`src/sv/aabb_pair_contact_tracker_core_macros.svh`:
```
// Assertion macros used by the contact tracker top level.
`ifndef AABB_PAIR_CONTACT_TRACKER_CORE_MACROS_SVH
`define AABB_PAIR_CONTACT_TRACKER_CORE_MACROS_SVH

// Implication checked on every rising clock edge outside reset.
`define APCT_ASSERT_IMPLY(label, ante, cons, msg) \
   label: assert property (@(posedge clock) disable iff (reset) (ante) |-> (cons)) \
      else $error(msg);

// Next-cycle implication checked on every rising clock edge outside reset.
`define APCT_ASSERT_NEXT(label, ante, cons, msg) \
   label: assert property (@(posedge clock) disable iff (reset) (ante) |=> (cons)) \
      else $error(msg);

// Condition that must never be seen outside reset.
`define APCT_ASSERT_NEVER(label, expr, msg) \
   label: assert property (@(posedge clock) disable iff (reset) !(expr)) \
      else $error(msg);

`endif

```
`src/sv/apct_pkg.sv`:
```
// Shared constants, types and codes of the pair contact tracker.
`default_nettype none
package apct_pkg;

   // Sizing
   localparam int NUM_COLLIDERS = 32;
   localparam int COORD_BITS    = 16;
   localparam int FIELD_BITS    = 16;
   localparam int ID_BITS       = 5;
   localparam int ROW_BITS      = (NUM_COLLIDERS > 2) ? $clog2(NUM_COLLIDERS) : 1;
   localparam int SUM_BITS      = COORD_BITS + 1;
   localparam int MAG_BITS      = COORD_BITS + 2;

   // Transaction queue between front and back; depth is a power of two
   localparam int QUEUE_DEPTH   = 4;
   localparam int QPTR_BITS     = $clog2(QUEUE_DEPTH);
   localparam int QCNT_BITS     = $clog2(QUEUE_DEPTH + 1);
   localparam int FILL_BITS     = QCNT_BITS + 1;

   typedef enum logic [1:0] {
      EV_NONE  = 2'd0,
      EV_BEGIN = 2'd1,
      EV_STAY  = 2'd2,
      EV_END   = 2'd3
   } apct_event_type;

   typedef enum logic {
      BACK_LOAD,
      BACK_APPLY
   } apct_back_state_type;

   // Classified transaction handed from front to back
   typedef struct packed {
      logic                id_ok;
      logic                any_dead;
      logic                touching;
      logic [ROW_BITS-1:0] row;
      logic [ROW_BITS-1:0] col;
   } apct_item_type;

   typedef struct packed {
      logic                 empty;
      logic [QCNT_BITS-1:0] count;
   } apct_queue_status_type;

endpackage
`default_nettype wire

```
`src/sv/apct_ram.sv`:
```
// Generic single-write, single-read RAM with registered read data.
`default_nettype none
module apct_ram #(
   parameter int WIDTH = 32,
   parameter int DEPTH = 32
) (
   input  wire logic                     clock,
   input  wire logic                     wr_en,
   input  wire logic [$clog2(DEPTH)-1:0] wr_addr,
   input  wire logic [WIDTH-1:0]         wr_data,
   input  wire logic                     rd_en,
   input  wire logic [$clog2(DEPTH)-1:0] rd_addr,
   output logic      [WIDTH-1:0]         rd_data
);

   logic [WIDTH-1:0] mem_ff [DEPTH];
   logic [WIDTH-1:0] rd_data_ff;

   always_ff @(posedge clock) begin
      if (wr_en) begin
         mem_ff[wr_addr] <= wr_data;
      end
      if (rd_en) begin
         rd_data_ff <= mem_ff[rd_addr];
      end
   end

   assign rd_data = rd_data_ff;

endmodule
`default_nettype wire

```
`src/sv/apct_front.sv`:
```
// Front end: accepts pairs, runs the box overlap test, pushes classified items.
`default_nettype none
module apct_front (
   input  wire logic                            clock,
   input  wire logic                            reset,
   input  wire logic                            start,
   output logic                                 busy,
   input  wire logic [apct_pkg::ID_BITS-1:0]    req_left_id,
   input  wire logic [apct_pkg::ID_BITS-1:0]    req_right_id,
   input  wire logic [apct_pkg::FIELD_BITS-1:0] req_left_x,
   input  wire logic [apct_pkg::FIELD_BITS-1:0] req_left_y,
   input  wire logic [apct_pkg::FIELD_BITS-1:0] req_right_x,
   input  wire logic [apct_pkg::FIELD_BITS-1:0] req_right_y,
   input  wire logic [apct_pkg::FIELD_BITS-1:0] req_left_w,
   input  wire logic [apct_pkg::FIELD_BITS-1:0] req_left_h,
   input  wire logic [apct_pkg::FIELD_BITS-1:0] req_right_w,
   input  wire logic [apct_pkg::FIELD_BITS-1:0] req_right_h,
   input  wire logic                            req_left_dead,
   input  wire logic                            req_right_dead,
   input  wire apct_pkg::apct_queue_status_type q_status,
   output logic                                 q_push,
   output apct_pkg::apct_item_type              q_item
);

   // Field bits read as a COORD_BITS two's complement value
   function automatic logic signed [apct_pkg::COORD_BITS-1:0] coord_of(
      input logic [apct_pkg::FIELD_BITS-1:0] raw
   );
      logic [apct_pkg::COORD_BITS-1:0] bits;
      bits = apct_pkg::COORD_BITS'(raw);
      return signed'(bits);
   endfunction

   function automatic logic signed [apct_pkg::SUM_BITS-1:0] add_c(
      input logic [apct_pkg::FIELD_BITS-1:0] a,
      input logic [apct_pkg::FIELD_BITS-1:0] b
   );
      return apct_pkg::SUM_BITS'(coord_of(a)) + apct_pkg::SUM_BITS'(coord_of(b));
   endfunction

   function automatic logic signed [apct_pkg::SUM_BITS-1:0] sub_c(
      input logic [apct_pkg::FIELD_BITS-1:0] a,
      input logic [apct_pkg::FIELD_BITS-1:0] b
   );
      return apct_pkg::SUM_BITS'(coord_of(a)) - apct_pkg::SUM_BITS'(coord_of(b));
   endfunction

   function automatic logic [apct_pkg::MAG_BITS-1:0] mag_of(
      input logic signed [apct_pkg::SUM_BITS-1:0] v
   );
      logic signed [apct_pkg::MAG_BITS-1:0] w;
      w = apct_pkg::MAG_BITS'(v);
      return w[apct_pkg::MAG_BITS-1] ? unsigned'(-w) : unsigned'(w);
   endfunction

   logic                                 accept;
   logic [apct_pkg::FILL_BITS-1:0]       fill;

   logic                                 s1_valid_ff, s1_valid_in;
   logic signed [apct_pkg::SUM_BITS-1:0] span_x_ff, gap_x_ff, span_y_ff, gap_y_ff;
   logic                                 id_ok_ff, any_dead_ff;
   logic [apct_pkg::ROW_BITS-1:0]        row_ff, col_ff;

   logic [apct_pkg::MAG_BITS-1:0]        span_x_mag, gap_x_mag, span_y_mag, gap_y_mag;
   logic                                 hit_x, hit_y;

   // Room check: queued entries plus the one in the compute stage
   assign fill   = apct_pkg::FILL_BITS'(q_status.count) + apct_pkg::FILL_BITS'(s1_valid_ff);
   assign busy   = fill >= apct_pkg::FILL_BITS'(apct_pkg::QUEUE_DEPTH);
   assign accept = start && !busy;
   assign s1_valid_in = accept;

   always_ff @(posedge clock) begin
      if (reset) begin
         s1_valid_ff <= 1'b0;
      end else begin
         s1_valid_ff <= s1_valid_in;
      end
   end

   // Stage 1: spans and gaps per axis, id range check
   always_ff @(posedge clock) begin
      if (accept) begin
         span_x_ff   <= add_c(req_left_w, req_right_w);
         span_y_ff   <= add_c(req_left_h, req_right_h);
         gap_x_ff    <= sub_c(req_left_x, req_right_x);
         gap_y_ff    <= sub_c(req_left_y, req_right_y);
         id_ok_ff    <= (int'(req_left_id) < apct_pkg::NUM_COLLIDERS) &&
                        (int'(req_right_id) < apct_pkg::NUM_COLLIDERS);
         any_dead_ff <= req_left_dead || req_right_dead;
         row_ff      <= apct_pkg::ROW_BITS'(req_left_id);
         col_ff      <= apct_pkg::ROW_BITS'(req_right_id);
      end
   end

   // Stage 2: |span| >= 2|gap| on both axes, then push
   always_comb begin
      span_x_mag = mag_of(span_x_ff);
      span_y_mag = mag_of(span_y_ff);
      gap_x_mag  = mag_of(gap_x_ff);
      gap_y_mag  = mag_of(gap_y_ff);
      hit_x      = span_x_mag >= {gap_x_mag[apct_pkg::MAG_BITS-2:0], 1'b0};
      hit_y      = span_y_mag >= {gap_y_mag[apct_pkg::MAG_BITS-2:0], 1'b0};

      q_push          = s1_valid_ff;
      q_item.id_ok    = id_ok_ff;
      q_item.any_dead = any_dead_ff;
      q_item.touching = hit_x && hit_y;
      q_item.row      = row_ff;
      q_item.col      = col_ff;
   end

endmodule
`default_nettype wire

```
`src/sv/apct_queue.sv`:
```
// Short register queue between the front and back ends.
`default_nettype none
module apct_queue (
   input  wire logic                            clock,
   input  wire logic                            reset,
   input  wire logic                            push,
   input  wire apct_pkg::apct_item_type         push_item,
   input  wire logic                            pop,
   output apct_pkg::apct_item_type              head,
   output apct_pkg::apct_queue_status_type      status
);

   apct_pkg::apct_item_type          entry_ff [apct_pkg::QUEUE_DEPTH];
   logic [apct_pkg::QPTR_BITS-1:0]   wr_ptr_ff, wr_ptr_in;
   logic [apct_pkg::QPTR_BITS-1:0]   rd_ptr_ff, rd_ptr_in;
   logic [apct_pkg::QCNT_BITS-1:0]   count_ff, count_in;

   // Pointer and count update
   always_comb begin
      wr_ptr_in = wr_ptr_ff;
      rd_ptr_in = rd_ptr_ff;
      count_in  = count_ff;
      if (push) begin
         wr_ptr_in = wr_ptr_ff + 1'b1;
      end
      if (pop) begin
         rd_ptr_in = rd_ptr_ff + 1'b1;
      end
      if (push && !pop) begin
         count_in = count_ff + 1'b1;
      end else if (pop && !push) begin
         count_in = count_ff - 1'b1;
      end
   end

   always_ff @(posedge clock) begin
      if (reset) begin
         wr_ptr_ff <= '0;
         rd_ptr_ff <= '0;
         count_ff  <= '0;
      end else begin
         wr_ptr_ff <= wr_ptr_in;
         rd_ptr_ff <= rd_ptr_in;
         count_ff  <= count_in;
      end
   end

   always_ff @(posedge clock) begin
      if (push) begin
         entry_ff[wr_ptr_ff] <= push_item;
      end
   end

   assign head         = entry_ff[rd_ptr_ff];
   assign status.empty = (count_ff == '0);
   assign status.count = count_ff;

endmodule
`default_nettype wire

```
`src/sv/apct_back.sv`:
```
// Back end: contact table read-modify-write and event generation.
`default_nettype none
module apct_back (
   input  wire logic                            clock,
   input  wire logic                            reset,
   input  wire apct_pkg::apct_queue_status_type q_status,
   input  wire apct_pkg::apct_item_type         q_head,
   output logic                                 q_pop,
   output logic                                 rsp_strobe,
   output logic [1:0]                           rsp_event_res,
   output logic                                 rsp_touching
);

   apct_pkg::apct_back_state_type          state_ff, state_in;
   apct_pkg::apct_item_type                cur_ff, cur_in;
   logic [apct_pkg::NUM_COLLIDERS-1:0]     row_valid_ff, row_valid_in;

   logic                                   ram_rd_en;
   logic [apct_pkg::NUM_COLLIDERS-1:0]     ram_rd_data;
   logic                                   ram_wr_en;
   logic [apct_pkg::NUM_COLLIDERS-1:0]     ram_wr_data;

   logic [apct_pkg::NUM_COLLIDERS-1:0]     old_row;
   logic                                   prev;
   apct_pkg::apct_event_type               ev;

   logic                                   strobe_ff, strobe_in;
   apct_pkg::apct_event_type               event_ff, event_in;
   logic                                   touch_ff, touch_in;

   // One row per left id, one bit per right id
   apct_ram #(
      .WIDTH (apct_pkg::NUM_COLLIDERS),
      .DEPTH (apct_pkg::NUM_COLLIDERS)
   ) u_table (
      .clock   (clock),
      .wr_en   (ram_wr_en),
      .wr_addr (cur_ff.row),
      .wr_data (ram_wr_data),
      .rd_en   (ram_rd_en),
      .rd_addr (q_head.row),
      .rd_data (ram_rd_data)
   );

   // Sequencer: load pops and reads the row, apply updates and reports
   always_comb begin
      state_in     = state_ff;
      cur_in       = cur_ff;
      row_valid_in = row_valid_ff;
      q_pop        = 1'b0;
      ram_rd_en    = 1'b0;
      ram_wr_en    = 1'b0;
      strobe_in    = 1'b0;
      event_in     = event_ff;
      touch_in     = touch_ff;

      // a row never written since reset reads as all zeros
      old_row = row_valid_ff[cur_ff.row] ? ram_rd_data : '0;
      prev    = old_row[cur_ff.col];
      ram_wr_data = old_row;
      ram_wr_data[cur_ff.col] = cur_ff.touching;

      ev = apct_pkg::EV_NONE;
      if (cur_ff.id_ok) begin
         if (cur_ff.touching) begin
            if (!prev) begin
               ev = cur_ff.any_dead ? apct_pkg::EV_NONE : apct_pkg::EV_BEGIN;
            end else begin
               ev = cur_ff.any_dead ? apct_pkg::EV_END : apct_pkg::EV_STAY;
            end
         end else begin
            ev = prev ? apct_pkg::EV_END : apct_pkg::EV_NONE;
         end
      end

      case (state_ff)
         apct_pkg::BACK_LOAD: begin
            if (!q_status.empty) begin
               q_pop     = 1'b1;
               ram_rd_en = 1'b1;
               cur_in    = q_head;
               state_in  = apct_pkg::BACK_APPLY;
            end
         end
         apct_pkg::BACK_APPLY: begin
            ram_wr_en = cur_ff.id_ok;
            if (cur_ff.id_ok) begin
               row_valid_in[cur_ff.row] = 1'b1;
            end
            strobe_in = 1'b1;
            event_in  = ev;
            touch_in  = cur_ff.touching;
            state_in  = apct_pkg::BACK_LOAD;
         end
         default: begin
            state_in = apct_pkg::BACK_LOAD;
         end
      endcase
   end

   always_ff @(posedge clock) begin
      if (reset) begin
         state_ff     <= apct_pkg::BACK_LOAD;
         row_valid_ff <= '0;
         strobe_ff    <= 1'b0;
      end else begin
         state_ff     <= state_in;
         row_valid_ff <= row_valid_in;
         strobe_ff    <= strobe_in;
      end
   end

   always_ff @(posedge clock) begin
      cur_ff   <= cur_in;
      event_ff <= event_in;
      touch_ff <= touch_in;
   end

   assign rsp_strobe    = strobe_ff;
   assign rsp_event_res = event_ff;
   assign rsp_touching  = touch_ff;

endmodule
`default_nettype wire

```
`src/sv/aabb_pair_contact_tracker_core.sv`:
```
// Top level of the AABB pair contact tracker: front, queue and back end.
//
//   channel   ports                          handshake
//   request   req_*  (left/right id, x, y,   start & !busy
//             w, h, dead)
//   response  rsp_event_res, rsp_touching    rsp_strobe, one cycle
//
// A back-end transaction runs through BACK_LOAD (pop and row read), then BACK_APPLY
// (row write and report), so the back end takes no new pair from the queue until
// it is through with the last one. The contact table is a
// 32-row RAM with one valid flip-flop per row, so reset needs no clearing pass:
// the block takes a pair in the cycle after reset drops. busy rises when the
// queue and the overlap stage hold QUEUE_DEPTH transactions.
`default_nettype none
`include "aabb_pair_contact_tracker_core_macros.svh"
module aabb_pair_contact_tracker_core (
   input  wire logic                            clock,
   input  wire logic                            reset,
   input  wire logic                            start,
   output logic                                 busy,
   input  wire logic [apct_pkg::ID_BITS-1:0]    req_left_id,
   input  wire logic [apct_pkg::ID_BITS-1:0]    req_right_id,
   input  wire logic [apct_pkg::FIELD_BITS-1:0] req_left_x,
   input  wire logic [apct_pkg::FIELD_BITS-1:0] req_left_y,
   input  wire logic [apct_pkg::FIELD_BITS-1:0] req_right_x,
   input  wire logic [apct_pkg::FIELD_BITS-1:0] req_right_y,
   input  wire logic [apct_pkg::FIELD_BITS-1:0] req_left_w,
   input  wire logic [apct_pkg::FIELD_BITS-1:0] req_left_h,
   input  wire logic [apct_pkg::FIELD_BITS-1:0] req_right_w,
   input  wire logic [apct_pkg::FIELD_BITS-1:0] req_right_h,
   input  wire logic                            req_left_dead,
   input  wire logic                            req_right_dead,
   output logic                                 rsp_strobe,
   output logic [1:0]                           rsp_event_res,
   output logic                                 rsp_touching
);

   apct_pkg::apct_queue_status_type q_status;
   apct_pkg::apct_item_type         q_item;
   apct_pkg::apct_item_type         q_head;
   logic                            q_push;
   logic                            q_pop;

   apct_front u_front (
      .clock          (clock),
      .reset          (reset),
      .start          (start),
      .busy           (busy),
      .req_left_id    (req_left_id),
      .req_right_id   (req_right_id),
      .req_left_x     (req_left_x),
      .req_left_y     (req_left_y),
      .req_right_x    (req_right_x),
      .req_right_y    (req_right_y),
      .req_left_w     (req_left_w),
      .req_left_h     (req_left_h),
      .req_right_w    (req_right_w),
      .req_right_h    (req_right_h),
      .req_left_dead  (req_left_dead),
      .req_right_dead (req_right_dead),
      .q_status       (q_status),
      .q_push         (q_push),
      .q_item         (q_item)
   );

   apct_queue u_queue (
      .clock     (clock),
      .reset     (reset),
      .push      (q_push),
      .push_item (q_item),
      .pop       (q_pop),
      .head      (q_head),
      .status    (q_status)
   );

   apct_back u_back (
      .clock         (clock),
      .reset         (reset),
      .q_status      (q_status),
      .q_head        (q_head),
      .q_pop         (q_pop),
      .rsp_strobe    (rsp_strobe),
      .rsp_event_res (rsp_event_res),
      .rsp_touching  (rsp_touching)
   );

   // Checks
   `APCT_ASSERT_NEVER(a_no_overflow, q_push && !q_pop && (q_status.count == apct_pkg::QCNT_BITS'(apct_pkg::QUEUE_DEPTH)), "queue push while full")
   `APCT_ASSERT_NEVER(a_no_underflow, q_pop && q_status.empty, "queue pop while empty")
   `APCT_ASSERT_NEXT(a_strobe_spacing, rsp_strobe, !rsp_strobe, "back-to-back response strobes")
   `APCT_ASSERT_IMPLY(a_event_contact, rsp_strobe && !rsp_touching, (rsp_event_res != apct_pkg::EV_BEGIN) && (rsp_event_res != apct_pkg::EV_STAY), "begin or stay without contact")

endmodule
`default_nettype wire
```
`config.mk`:
```
export PLATFORM = sky130hd
export DESIGN_NAME = aabb_pair_contact_tracker_core
export DESIGN_NICKNAME = d
export VERILOG_FILES = /design/src/sv/apct_pkg.sv /design/src/sv/apct_ram.sv /design/src/sv/apct_front.sv /design/src/sv/apct_queue.sv /design/src/sv/apct_back.sv /design/src/sv/aabb_pair_contact_tracker_core.sv
export VERILOG_INCLUDE_DIRS = /design/src /design/src/sv
export SDC_FILE = /design/constraint.sdc
export NUM_CORES = 2
export LEC_CHECK = 0
export CORE_UTILIZATION = 62
export CTS_BUF_LIST = sky130_fd_sc_hd__clkbuf_2
export CTS_CLUSTER_DIAMETER = 50
export DETAILED_ROUTE_END_ITERATION = 12
export DONT_BUFFER_PORTS = 1
export HOLD_SLACK_MARGIN = 0.15
export PLACE_DENSITY = 0.78
export REMOVE_ABC_BUFFERS = 1
export SYNTH_ARGS = -nofsm -noshare
export SYNTH_HDL_FRONTEND = slang
export SYNTH_HIERARCHICAL = 1
export SYNTH_SLANG_ARGS = --single-unit
```
`constraint.sdc`:
```
create_clock -name clock -period 7.6 [get_ports clock]
set_input_delay 1.52 -clock clock [delete_from_list [all_inputs] [get_ports clock]]
set_output_delay 1.52 -clock clock [all_outputs]
set_load 0.01 [all_outputs]
```
# Word-level counts from Yosys, hierarchy flattened

Memory sizes are Yosys's and may differ from the RTL's. A register that Yosys moved wholly into a read port is not among the register bits.
Index checks and enable logic that the tools add are counted.

Flip-flop bits (word level): 137
Memory bits (writable): 1072
Input bits: 143
Memories kept: 2

Add/sub/neg operators: 13
Bitwise logic cells: 3
Multiplexer cells: 32
$lt $le $gt $ge: 7
Reduce and logical (&&, ||, !) cells: 14

Memories:

| name                  | words | width | rd ports | clocked after memory_dff | wr ports | RTL line         | RTL |
|---|---|---|---|---|---|---|---|
| u_back.u_table.mem_ff | 32    | 32    | 1        | 1                        | 1        | apct_ram.sv:16   | `logic [WIDTH-1:0] mem_ff [DEPTH];` |
| u_queue.entry_ff      | 4     | 12    | 1        | 1                        | 1        | apct_queue.sv:13 | `apct_pkg::apct_item_type entry_ff [apct_pkg::QUEUE_DEPTH];` |

Operators with widths:

| cell                                                              | number |
|---|---|
| greater-or-equal comparator 18 bit                                | 2 |
| two-way mux 18 bit                                                | 2 |
| negator 17 -> 18 bit                                              | 2 |
| adder 16 x 16 -> 17 bit                                           | 2 |
| two-way mux 17 bit                                                | 2 |
| negator 17 bit                                                    | 2 |
| subtractor 16 x 16 -> 17 bit                                      | 2 |
| bitwise mux 32 bit                                                | 1 |
| two-way mux 32 bit                                                | 1 |
| bitwise OR 32 bit                                                 | 1 |
| two-way mux 1 bit                                                 | 14 |
| < comparator 5 x 6 -> 1 bit, second input constant                | 2 |
| binary-select mux 1 bit (select 5 bit)                            | 2 |
| demux 1 bit (select 5 bit)                                        | 2 |
| greater-or-equal comparator 5 x 1 -> 1 bit, second input constant | 2 |
| two-way mux 2 bit                                                 | 5 |
| logical AND 1 bit                                                 | 6 |
| two-way mux 3 bit                                                 | 2 |
| adder 2 x 1 -> 2 bit, second input constant                       | 2 |
| adder 3 x 1 -> 4 bit                                              | 1 |
| greater-or-equal comparator 4 x 3 -> 1 bit, second input constant | 1 |
| AND reduction 2 bit                                               | 2 |
| adder 3 x 1 -> 3 bit, second input constant                       | 1 |
| zero test 1 bit                                                   | 3 |
| other kinds (6)                                                   | 7 |

# Logic depth before layout (Yosys ltp)

Depth in word-level cells: 7
Gate-level depth with buffers: 15
Depth with buffers taken out: 15

# Modules after synthesis

Netlist, hierarchy kept.

By module, submodules not included:

| module     | cells each | times used | area an instance (µm²) | seq. area each (µm²) |
|---|---|---|---|---|
| apct_ram   | 2260       | 1          | 40805.4                | 31710.4 |
| apct_front | 755        | 1          | 7279.5                 | 2392.3 |
| apct_back  | 315        | 1          | 2816.5                 | 1161.1 |
| apct_queue | 110        | 1          | 2303.5                 | 1741.7 |

# Worst setup path after synthesis

Ideal clock, no wire load.

Kind: input-to-reg
From: input start
To: register u_front.any_dead_ff, enable pin
Library setup time: 0.447 ns
Cell stages on the path: 1
Arrival time: 3.371 ns
Path slack: 3.782 ns
Data required time: 7.153 ns
Path buffers: 0
Cells stage by stage: and2_1

Cells in the longest elaborated chain, start to end: 1

Ends and longest elaborated chain:

| what                 | RTL line                             | RTL |
|---|---|---|
| start, declared      | aabb_pair_contact_tracker_core.sv:19 | `input wire logic start,` |
| logical AND 1 bit    | apct_front.sv:70                     | `assign accept = start && !busy;` |
| end signal, assigned | apct_front.sv:90                     | `any_dead_ff <= req_left_dead \|\| req_right_dead;` |
| end, declared        | apct_front.sv:61                     | `logic id_ok_ff, any_dead_ff;` |

Every way passes these cells.
A chain may end at the register's enable or synchronous reset.

==> results.json <==
{
  "outcome": "complete, no violations",
  "synth-simple-area-share": 0.0507,
  "slowest_delay_ns": 0.96,
  "arrival_ns": 5.18,
  "initial_core_util": 0.625,
  "fillers": 5854,
  "synthToLayoutAreaGrowth_pct": 8.34,
  "synth.yosys.seq_area_share": 0.696,
  "worst_pin_slew_ns": 1.23,
  "die_x_microns": 295,
  "syn_inst": 3440,
  "clk-insertion-delay-late_ns": 1.45,
  "synth_top_family_by_area": "multiplexers",
  "grt_max_degree": 142,
  "drive_gt1_frac": 0.163,
  "cts_post_setup_buffers_inserted": 0,
  "placed_area_sq_mm": 0.0549,
  "synth_flop_cell": "edfxtp_1",
  "cts_tree": "done",
  "final_cells": 5016,
  "whs_ns": 0.338,
  "port_buffers": 0,
  "path_clk_slew_ns": 0.11,
  "vdd_drop_max_mv": 0.372,
  "fin_area_sq_mm": 0.0576,
  "drv_slew": 0,
  "seq_power_share": 0.485,
  "rsz0062_at_grt": "no",
  "crit_cells": 7,
  "cellLeakagePower_nw": 20.8,
  "hold_depth": 2,
  "crit_required_ns": 8.66,
  "async_flop_share": 0,
  "postCtsHoldBufs": 15,
  "rows": 107,
  "globalplace.congestion": 0.873,
  "core_area_sq_mm": 0.0851,
  "synth_fa_ha_area_frac": 0.0270,
  "firstDrtPassIters": 8,
  "ff2ff_path_depth": 7,
  "critical_path.startpoint_type": "flop",
  "ioPinCount": 148,
  "first_iter_violations": 3435,
  "relSlewSlack": 0.181,
  "p_sw_mw": 6.02,
  "syn_area_per_cell_sq_um": 15.5,
  "crit_buf_inv": 1,
  "finalHoldViolCount": 0,
  "antenna_found_initial": 2,
  "critPathKind": "flop to flop",
  "post-place-cells": 4501,
  "root_buffer": "clkbuf_2",
  "finalCriticalPeriod_ns": 4.11,
  "ys_types": 71,
  "power.share.clock": 0.235,
  "max_freq_mhz": 243,
  "drc": 0,
  "fin_setup_tns_ns": 0,
  "fp.dieArea_sq_mm": 0.0870,
  "cell_internal_pwr_mw": 11.7,
  "postRouteAntennaNets": 0,
  "end_kind": "flop",
  "detail_route.wl_per_cell_microns": 24.8,
  "finalNetCount": 3942,
  "cts_buffers": 313,
  "cts-resized-gates": 0,
  "grt.overflow.total": 0,
  "p_per_area_mw_per_mm2": 307,
  "grt.total_usage": 0.288,
  "synth_top_area_cell": "edfxtp_1",
  "synth_mux_area_frac": 0.109,
  "dr_total_vias": 31684,
  "cts_max_level": 5,
  "ys_ff_latch": 1247,
  "fin_skew_ns": 0.164,
  "hpwl_microns": 66000,
  "swShare": 0.340,
  "die_h_microns": 295,
  "yosysWarnings": 6,
  "clockBufferDepth": 4,
  "synth-xor-area-share": 0.0174,
  "synth_compound_area_frac": 0.0772,
  "via_per_inst": 6.32,
  "synth_top_area_frac": 0.679,
  "grt_pass1_vias": 32693,
  "pwr-share-comb": 0.280,
  "min-delay-path-class": "input port to flop",
  "grt_first_pass_wirelength_microns": 187000,
  "power_mw": 17.7,
  "maxCapViolCount": 0,
  "synthesis.area_sq_mm": 0.0532,
  "critPathSlowestCell": "buf_4",
  "crit_chain": "mux4_4, buf_4, mux2i_1, a22o_1, nor3_1, a31oi_1, nand3_1",
  "clkSinkCount": 1247,
  "finalCritPeriodShare": 0.541,
  "path_max_fanout": 65,
  "setup_viol": 0,
  "synth_area_leaders": "edfxtp_1, mux2i_1, ha_1",
  "routed_wl_microns": 124000,
  "cpLargestDelayFamily": "multiplexers",
  "synth_edf_count": 1203
}
layer usage:
metal / up-vias / share of wire / global-route usage
met1: 15675 / 0.38 / 0.371
met4: 0 / 0.030 / 0.114
met5: - / 0 / 0
met2: 1673 / 0.49 / 0.477
li1: 14091 / - / -
met3: 245 / 0.096 / 0.0646
synth_stat cells (all sizes together) (20+ instances only):
library cell	n
a21oi	188
xnor2	69
nand3	113
a21o	20
o32ai	32
inv	73
buf	99
nor2	119
dfxtp	44
nor3	50
clkbuf	68
a22o	64
a22oi	96
mux2i	546
ha	107
a31oi	39
nor2b	27
o31ai	20
o21ai	87
nand2	137
xor2	37
edfxtp	1203
worst paths after layout:
path,from,endpoint,slack [ns]
worst min register to register,u_front/row_ff[2]$_DFFE_PP_,u_queue/entry_ff[3][7]$_DFFE_PP_,0.45
worst max register to register,flop,u_back/u_table/rd_data[25]$_DFFE_PP_,3.49
worst max-delay path,flop,u_back/u_table/rd_data[25]$_DFFE_PP_,3.49
worst min-delay path,req_right_x[0],u_front/gap_x_ff[0]$_DFFE_PP_,0.34
flip-flops by register name (all words and copies together) (netlist names), named ones only:
signal                  flops
u_front/row_ff              5
u_back/rsp_touching         1
u_front/any_dead_ff         1
u_front/gap_y_ff           17
u_back/rsp_strobe           1
u_queue/entry_ff           52
u_queue/count_ff            3
u_back/row_valid_ff        32
u_front/gap_x_ff           17
u_queue/rd_ptr_ff           2
u_front/col_ff              5
u_front/span_y_ff          17
u_back/u_table/mem_ff    1024
u_queue/wr_ptr_ff           2
u_back/u_table/rd_data     32
u_back/cur_ff              13
u_front/span_x_ff          17
u_back/state_ff             1
u_back/rsp_event_res        2
u_front/q_push              1
final cells by class:
class                      instances  area (sq um)  share of cell area
timing repair buffer              98           846              0.0147
sequential                      1247         37000               0.642
inverter                          73           274             0.00475
clock buffer                     428          2140              0.0372
multi-input combinational       1954         15500               0.269
clock inverter                    71           430             0.00747
tap                             1144          1430              0.0248
antenna                            1          2.50           0.0000434
cell families (layout without fill, tap and decap cells):
group | count (synthesis) | in the layout
AOI/OAI and AO/OA | 622 | 622
xor gates and xnor gates | 106 | 106
adders and majority gates | 112 | 112
buffers and inverters | 240 | 670
DFF | 1247 | 1247
muxes | 561 | 561
other | 2 | 4
and+or+nand+nor | 550 | 550
power by group through the flow:
stage | clock network, mW | logic (mW) | registers, mW
3_3_place_gp | 0 | 4.70 | 8.71
5_1_grt | 4.60 | 5.27 | 8.63
6_report | 4.17 | 4.96 | 8.59
3_5_place_dp | 0 | 4.86 | 8.74
2_1_floorplan | 0 | 4.47 | 8.56
4_1_cts | 4.26 | 4.89 | 8.58
metrics by stage:
step | util | setup slack [ns]
after CTS | 0.677 | 3.43
final | 0.677 | 3.49
after global routing | 0.677 | 3.19
after global placement | 0.645 | 3.53
after floorplan | - | -3.96
after detailed placement | 0.645 | 3.51
cell usage in the layout, fill, tap and decap left out, types with 55 or more instances in the layout:
master | synthesis | routed
edfxtp_1 | 1203 | 1203
mux2i_1 | 546 | 546
clkbuf_2 | 0 | 428
a21oi_1 | 188 | 188
nand2_1 | 137 | 136
nand3_1 | 113 | 113
ha_1 | 107 | 107
a22oi_1 | 96 | 96
o21ai_0 | 87 | 87
nor2_1 | 119 | 85
buf_4 | 35 | 78
inv_1 | 73 | 72
xnor2_1 | 69 | 69
a22o_1 | 64 | 64
clkinv_1 | 0 | 55
(Power assumes the default switching activity.)
